### src/rtl/bfm_pkg.sv
package bfm_pkg;
  localparam int MaxKernel = 8;
  localparam int MaxWidth  = 8192;
  localparam int LineLen   = MaxWidth + MaxKernel - 1;   // 8199
  localparam int ColW      = 14;
  localparam int KW        = 4;
  localparam int SlotW     = 3;
  localparam int PixW      = 16;
  localparam int CsumW     = 19;
  localparam int TotW      = 22;
  localparam int RowAddrW  = SlotW + ColW;
  localparam int RecipShift = 28;
  localparam int RecipW     = 29;

  localparam logic [1:0] RegKernel = 2'd0;
  localparam logic [1:0] RegWidth  = 2'd1;
  localparam logic [1:0] RegHeight = 2'd2;

  // per-item control handed from the sequencer to the datapath
  typedef struct packed {
    logic [PixW-1:0]  pixel;
    logic [ColW-1:0]  col;
    logic [ColW-1:0]  row;
    logic [SlotW-1:0] rslot;
    logic [SlotW-1:0] wslot;
    logic             first_row;
    logic             sub_old;
    logic             first_col;
    logic             sub_win;
    logic             emit;
    logic             row_end;
    logic             frame_end;
    logic [KW-1:0]    k;
  } bfm_ctl_t;

  // ceil(2^28 / (k*k)); (t * recip) >> 28 is floor(t / (k*k)) for any 22-bit t
  function automatic logic [RecipW-1:0] bfm_recip(input logic [KW-1:0] k);
    unique case (k)
      4'd2:    bfm_recip = 29'd67108864;
      4'd3:    bfm_recip = 29'd29826162;
      4'd4:    bfm_recip = 29'd16777216;
      4'd5:    bfm_recip = 29'd10737419;
      4'd6:    bfm_recip = 29'd7456541;
      4'd7:    bfm_recip = 29'd5478275;
      4'd8:    bfm_recip = 29'd4194304;
      default: bfm_recip = 29'd268435456;
    endcase
  endfunction
endpackage

### src/rtl/bfm_seq.sv
module bfm_seq (
  input  logic                   clk,
  input  logic                   rst,
  input  logic                   cfg_valid,
  output logic                   cfg_ready,
  input  logic [1:0]             cfg_index,
  input  logic [13:0]            cfg_data,
  input  logic                   take,
  input  logic [15:0]            pixel,
  input  logic                   frame_start,
  output bfm_pkg::bfm_ctl_t      ctl
);
  import bfm_pkg::*;

  logic [3:0]       kreg;
  logic [13:0]      wreg, hreg;
  logic [ColW-1:0]  cpos, rpos;
  logic [KW-1:0]    k;
  logic [ColW-1:0]  w, h, c0, r0, c, r;
  logic             wrap;
  // stored position mod i+1 for every kernel size, so a new size applies at once
  logic [SlotW-1:0] rmod [MaxKernel];
  logic [SlotW-1:0] cmod [MaxKernel];
  logic [SlotW-1:0] rm [MaxKernel];
  logic [SlotW-1:0] cm [MaxKernel];
  logic [SlotW-1:0] ksel;

  function automatic logic [SlotW-1:0] mod_inc(input logic [SlotW-1:0] x,
                                               input logic [KW-1:0] m);
    mod_inc = ({1'b0, x} + 1'b1 == m) ? '0 : x + 1'b1;
  endfunction

  assign cfg_ready = 1'b1;

  always_comb begin
    k = (kreg == '0) ? KW'(1) : (kreg > KW'(MaxKernel)) ? KW'(MaxKernel) : kreg;
    w = (wreg == '0) ? ColW'(1) : (wreg > ColW'(LineLen)) ? ColW'(LineLen) : wreg;
    h = (hreg == '0) ? ColW'(1) : hreg;
    c0 = frame_start ? '0 : cpos;
    r0 = frame_start ? '0 : rpos;
    wrap = (c0 >= w);
    if (wrap) begin
      c = '0;
      r = r0 + 1'b1;
    end else begin
      c = c0;
      r = r0;
    end
    if (r >= h) r = '0;
    // row is 0, the stored row or one past it
    for (int i = 0; i < MaxKernel; i++) begin
      rm[i] = (r == '0) ? '0 :
              wrap ? mod_inc(frame_start ? '0 : rmod[i], KW'(i + 1)) :
              (frame_start ? '0 : rmod[i]);
      cm[i] = (c == '0) ? '0 : cmod[i];
    end
    ksel = SlotW'(k - 1'b1);
    ctl.pixel     = pixel;
    ctl.col       = c;
    ctl.row       = r;
    ctl.rslot     = rm[ksel];
    ctl.wslot     = cm[ksel];
    ctl.first_row = (r == '0);
    ctl.sub_old   = (r >= ColW'(k));
    ctl.first_col = (c == '0);
    ctl.sub_win   = (c >= ColW'(k));
    ctl.emit      = (r + 1'b1 >= ColW'(k)) && (c + 1'b1 >= ColW'(k));
    ctl.row_end   = (c + 1'b1 == w);
    ctl.frame_end = (c + 1'b1 == w) && (r + 1'b1 == h);
    ctl.k         = k;
  end

  always_ff @(posedge clk) begin
    if (rst) begin
      kreg <= 4'd3;
      wreg <= 14'd8194;
      hreg <= 14'd8194;
      cpos <= '0;
      rpos <= '0;
      for (int i = 0; i < MaxKernel; i++) begin
        rmod[i] <= '0;
        cmod[i] <= '0;
      end
    end else begin
      if (cfg_valid) begin
        unique case (cfg_index)
          RegKernel: kreg <= cfg_data[3:0];
          RegWidth:  wreg <= cfg_data;
          RegHeight: hreg <= cfg_data;
          default: ;
        endcase
      end
      if (take) begin
        if (c + 1'b1 >= w) begin
          cpos <= '0;
          rpos <= (r + 1'b1 >= h) ? '0 : r + 1'b1;
          for (int i = 0; i < MaxKernel; i++) begin
            cmod[i] <= '0;
            rmod[i] <= (r + 1'b1 >= h) ? '0 : mod_inc(rm[i], KW'(i + 1));
          end
        end else begin
          cpos <= c + 1'b1;
          rpos <= r;
          for (int i = 0; i < MaxKernel; i++) begin
            cmod[i] <= mod_inc(cm[i], KW'(i + 1));
            rmod[i] <= rm[i];
          end
        end
      end
    end
  end
endmodule

### config.mk
export PLATFORM = sky130hd
export DESIGN_NAME = bfm_seq
export DESIGN_NICKNAME = d
export VERILOG_FILES = /design/src/rtl/bfm_pkg.sv /design/src/rtl/bfm_seq.sv
export SDC_FILE = /design/constraint.sdc
export NUM_CORES = 1
export LEC_CHECK = 0
export BUFFER_PORTS_ARGS = -buffer_cell sky130_fd_sc_hd__buf_2
export CAP_MARGIN = 20
export CORE_MARGIN = 2
export CORE_UTILIZATION = 50
export DETAILED_ROUTE_END_ITERATION = 10
export PLACE_DENSITY = 0.68
export SYNTH_ARGS = -nofsm -noshare
export SYNTH_HDL_FRONTEND = slang
export SYNTH_SLANG_ARGS = --single-unit
export TNS_END_PERCENT = 100
### constraint.sdc
create_clock -name clk -period 30 [get_ports clk]
set_input_delay 6 -clock clk [delete_from_list [all_inputs] [get_ports clk]]
set_output_delay 6 -clock clk [all_outputs]
set_load 0.02 [all_outputs]
==> flow_summary.yaml, run 1 <==
die:
  fp.coreArea_um2: 19460
  start_util_pct: 50.91
  dieArea_um2: 20960
  die_x_um: 144.8
  io_pins: 99
  die_height_um: 144.8
  placementRows: 51
timing:
  worst_slack_ps: 10520
  drv_slew: 0
  rsz0062_at_grt: "false"
  setup_viol: 0
  tns_ps: 0
  skew_ps: 12.10
  hold_viol: 0
  period_needed_ps: 19480
  period_share_pct: 64.94
  fin_hold_ws_ps: 456.9
  relSlewSlack_pct: 27.27
  tightestPinTransition_ps: 1088
  max_freq_ghz: 0.05133
synth:
  ys_top_cells_by_count: "nand2_1, ha_1, nor2_1, inv_1, a21oi_1"
  syn_avg_cell_area_um2: 7.997
  synth_fp_nets: 1397
  synthFlopType: "dfxtp_1"
  syn_area_um2: 9908
  synth-async-reset-ratio_pct: 0
  synth_top_area_share_pct: 15.28
  ys_ff_latch: 108
  synth_edf_count: 45
  muxShareOfSynthArea_pct: 4.647
  yosys.cell_count.top_type: "nand2_1"
  synth_area_leaders: "ha_1, edfxtp_1, dfxtp_1"
  synth-seq-area-share_pct: 26.37
  synth_top_area_cell: "ha_1"
  synthXorXnorAreaFrac_pct: 5.746
  syn_inst: 1239
  yosys.area_share.simple_pct: 24.32
  ys_warn_count: 0
  ys_types: 79
  synth-adder-area-share_pct: 15.28
  synth_compound_area_share_pct: 16.64
  synth_top_family_by_area: "simple AND/OR/NAND/NOR gates"
placement:
  io_buffers: 65
  place.gp.congestion: 0.9454
  dp.cells: 1504
  dp_hpwl_um: 19970
  pre_cts_ws_ps: 10650
clock_tree:
  holdBufCountCts: 0
  clockRootBuffer: "clkbuf_16"
  cts_tree: "done"
  htreeDepth: 3
  clkSinkCount: 108
  clk_pin_slew_ps: 80
  clk_latency_ps: 370
  cts_setup_buffers: 0
  cts_buffer_depth: 2
  cts_inserted_buffers: 9
  cts_resized: 0
global_routing:
  grt_max_degree: 46
  antenna_found_initial: 0
  overflow: 0
  grt_pass1_vias: 8336
  grt_pass1_wl_um: 42410
  track_usage_pct: 25.61
power:
  leakagePower_nw: 4.785
  powerDensity_nw_per_um2: 32.45
  ir_worst_vdd_uv: 33.20
critical_path:
  cp-start-kind: "primary input"
  r2r_end: "rmod[0][7]"
  timing.rr.start: "wreg[7]"
  r2r_cells: 32
  crit_type: "in -> out"
  endpoint_kind: "output port"
  critPathMaxFanout: 42
  r2r_slack_ps: 20850
  worstPathRequired_ps: 24000
  worstPathArrival_ps: 13480
detailed_routing:
  first_pass_iters: 5
  drc: 0
  routed_wl_um: 26890
  wl_per_cell_um: 17.69
  ant_nets: 0
  drt_iter0_markers: 965
  viasPerCell: 5.942
  num_vias: 9032
min_path:
  holdPathEnd: "hreg[8]"
  hp-start: "hreg[8]"
  holdPathStages: 2
  hp-class: "reg -> reg"
layout:
  diodes: 0
  final_cell_count_no_fill: 1520
  syn2layout_area_growth_pct: 6.857
  nets: 1408
  drive_above_1_share_pct: 9.641
job:
  maxCapViolations: 0
outcome:
  status: "finished clean"
sequential cells by signal, summed over array words and instances (netlist names):
name,flops
cmod,24
kreg,4
cpos,14
rmod,24
wreg,14
hreg,14
rpos,14
report_power, final:
group          total (W)  leakage (nW)  switching [W]  internal [W]
Clock           0.000129         0.155      0.0000648     0.0000641
Combinational  0.0000532          3.62      0.0000351     0.0000181
Sequential      0.000161          1.01     0.00000325      0.000158
metal layers:
layer / part of all wire (%) / GRT usage, %
met5: 0 / 0
met4: 2.0 / 7.563
met3: 6.3 / 3.521
met2: 46 / 42.08
met1: 45 / 35.09
worst max path at each step:
stage	startpoint	end	depth (start not counted)
after floorplan	frame_start	ctl[4]	33
after global placement	frame_start	ctl[4]	29
after detailed placement	frame_start	ctl[4]	29
after CTS	frame_start	ctl[4]	29
after global routing	frame_start	ctl[14]	27
final	frame_start	ctl[4]	28
final cells by class:
cell class                      instances  area [um^2]
Clock inverter                          6        67.56
Fill cell                            1838         8875
Inverter                               83        312.8
Timing Repair Buffer                   75        400.4
Sequential cell                       108         2613
Multi-Input combinational cell        973         6613
Clock buffer                           10        250.2
Tap cell                              265        331.6
per-stage QoR:
step | area, um^2 | utilization (%) | total power (W)
final | 10590 | 54.40 | 0.0003436
after CTS | 10590 | 54.40 | 0.0003447
after detailed placement | 10270 | 52.77 | 0.0002176
after floorplan | 9908 | - | 0.0002047
after global routing | 10590 | 54.40 | 0.0003574
after global placement | 10270 | 52.77 | 0.0002165
worst max-delay path, cell delays in order:
cell and delay (ps):
buf_2 650, clkinv_1 150, buf_4 280, nand2_1 160
inv_1 60, ha_1 280, nand4_1 150, a311o_1 660
a21oi_1 180, xor2_1 450, inv_1 150, ha_1 330
a21oi_1 150, o21ai_0 100, a221o_1 500, or2_2 460
nor2_1 420, ha_1 360, nand3_1 110, mux2i_1 220
and4_1 310, nand3_1 170, xnor2_1 200, ha_1 310
nand4_1 100, nor2_1 170, and3_1 190, buf_2 170
placed cells by master, fill, tap and decap left out, drive strengths merged, types with 24 or more instances in the layout:
master,count
nor2b,39
nor2,102
ha,121
inv,84
nand4,24
xnor2,38
nand2,191
dfxtp,63
xor2,27
a21oi,79
o21ai,56
nand3,38
edfxtp,45
buf,75
cells by family after synthesis:
| kind of cell | count (synthesis) |
|---|---|
| AO/OA/AOI/OAI | 247 |
| other | 1 |
| multiplexers | 33 |
| buffers and inverters | 158 |
| XOR/XNOR | 65 |
| flip-flops | 108 |
| AND/OR/NAND/NOR | 506 |
| adder cells (fa/ha/maj) | 121 |
No activity file was read; power rests on OpenSTA's default activity.
==> run 2: changes to the inputs <==
clock period = 19.6 ns   (was 30 ns; I/O delays follow)
==> flow_summary.yaml, run 2 (synthesized netlist as in run 1, its figures left out) <==
timing:
  tightestPinTransition_ps: 1052
  tns_ps: 0
  relSlewSlack_pct: 29.67
  setup_viol: 0
  skew_ps: 13.46
  max_freq_ghz: 0.06497
  hold_viol: 0
  rsz0062_at_grt: "false"
  period_needed_ps: 15390
  period_share_pct: 78.53
  drv_slew: 0
power:
  netSwitchingFraction_pct: 30.62
  internal-power_w: 0.0003594
  pwr-share-seq_pct: 47.7
  powerDensity_nw_per_um2: 49.06
  ir_worst_vdd_uv: 44.53
  leakagePower_nw: 4.771
  fin_total_pwr_w: 0.0005180
  comb_power_share_pct: 15.8
  clkPwrFrac_pct: 36.5
  switchingPower_w: 0.0001586
layout:
  diodes: 0
  final_cell_count_no_fill: 1520
  multiInputGateArea_um2: 6613
  drive_above_1_share_pct: 9.562
  ff_latch_area_um2: 2613
  num-fill-cells: 1826
  syn2layout_area_growth_pct: 6.567
  top_regs: "cmod: 24 flops, rmod: 24 flops"
  final_cell_mix: "nand2_1, ha_1, nor2_1"
  nets: 1408
  final_common_cell: "nand2_1"
die:
  placementRows: 51
  die_x_um: 144.8
  fp.coreArea_um2: 19460
  start_util_pct: 50.91
  dieArea_um2: 20960
  io_pins: 99
  die_height_um: 144.8
critical_path:
  timing.rr.start: "wreg[7]"
  worstPathArrival_ps: 11470
  worstPathRequired_ps: 15680
  endpoint_kind: "output port"
  crit_path_top_delay_cell: "buf_2"
  cp-start-kind: "primary input"
  r2r_end: "rmod[0][7]"
  r2r_cells: 32
  cp-endpoint: "ctl[4]"
  crit_path_start: "frame_start"
  cpMostUsedCell: "ha_1"
  r2r_slack_ps: 10440
  critical_path.max_stage_delay_ps: 660
  crit_type: "in -> out"
  critPathMaxFanout: 42
detailed_routing:
  wl_per_cell_um: 17.91
  routed_wl_um: 27220
  first_pass_iters: 6
  drc: 0
  num_vias: 8990
  viasPerCell: 5.914
  drt_iter0_markers: 865
  ant_nets: 0
clock_tree:
  cts_buffer_depth: 2
  holdBufCountCts: 0
  cts_resized: 0
  cts_inserted_buffers: 9
  clk_latency_ps: 370
  clockRootBuffer: "clkbuf_16"
  cts_tree: "done"
  cts_setup_buffers: 0
  htreeDepth: 3
  clkSinkCount: 108
  clk_pin_slew_ps: 80
global_routing:
  grt_pass1_wl_um: 43350
  antenna_found_initial: 0
  track_usage_pct: 26.21
  overflow: 0
  grt_pass1_vias: 8465
  grt_max_degree: 46
placement:
  dp_hpwl_um: 20080
  io_buffers: 65
  dp.cells: 1504
  place.gp.congestion: 0.9455
min_path:
  hp-class: "reg -> reg"
outcome:
  status: "finished clean"
job:
  maxCapViolations: 0
[run 2: stage by stage]
stage | hold slack [ps] | setup WS (ps) | utilization (%) | instance area [um^2]
after global routing | 483.5 | 3658 | 54.25 | 10560
after floorplan | 432.0 | 4753 | - | 9908
after detailed placement | 451.3 | 4408 | 52.77 | 10270
final | 457.0 | 4208 | 54.25 | 10560
after CTS | 462.8 | 4378 | 54.25 | 10560
after global placement | 444.0 | 4644 | 52.77 | 10270
[run 2: power by group through the flow]
stage,Sequential (W),Combinational (W),Clock [W]
floorplan,0.000251,0.0000627,0
global placement,0.000252,0.0000793,0
detailed placement,0.000252,0.0000805,0
CTS,0.000247,0.0000809,0.000191
global route,0.000248,0.0000910,0.000200
finish,0.000247,0.0000817,0.000189
[run 2: worst max-delay path: cells and delay by family]
| kind | cells | cell delay (ps) |
|---|---|---|
| AND/OR/NAND/NOR | 10 | 2250 |
| AO/OA/AOI/OAI | 5 | 1590 |
| buffers and inverters | 6 | 1480 |
| adder cells (fa/ha/maj) | 4 | 1280 |
| XOR/XNOR | 2 | 700 |
| multiplexers | 1 | 220 |
[run 2: worst min-delay path by stage]
stage,startpoint,to,slack [ps],depth (start not counted)
3_5_place_dp,hreg[8],hreg[8],450,2
5_1_grt,hreg[0],hreg[0],480,2
2_1_floorplan,wreg[0],wreg[0],430,2
6_report,hreg[8],hreg[8],460,2
3_3_place_gp,hreg[12],hreg[12],440,2
4_1_cts,hreg[8],hreg[8],460,2
[run 2: layer usage]
metal	GRT usage [%]	part of all wire, %	wire length (um)
met5	0	0	0
met4	8.993	2.4	661
met3	3.817	6.3	1723
met2	42.97	46	12470
met1	35.35	45	12360
[run 2: cell type report]
class	instances	share of cell area [%]
Timing Repair Buffer	75	3.792
Clock buffer	9	2.133
Inverter	83	2.962
Clock inverter	7	0.6043
Tap cell	265	3.140
Multi-Input combinational cell	973	62.63
Sequential cell	108	24.74
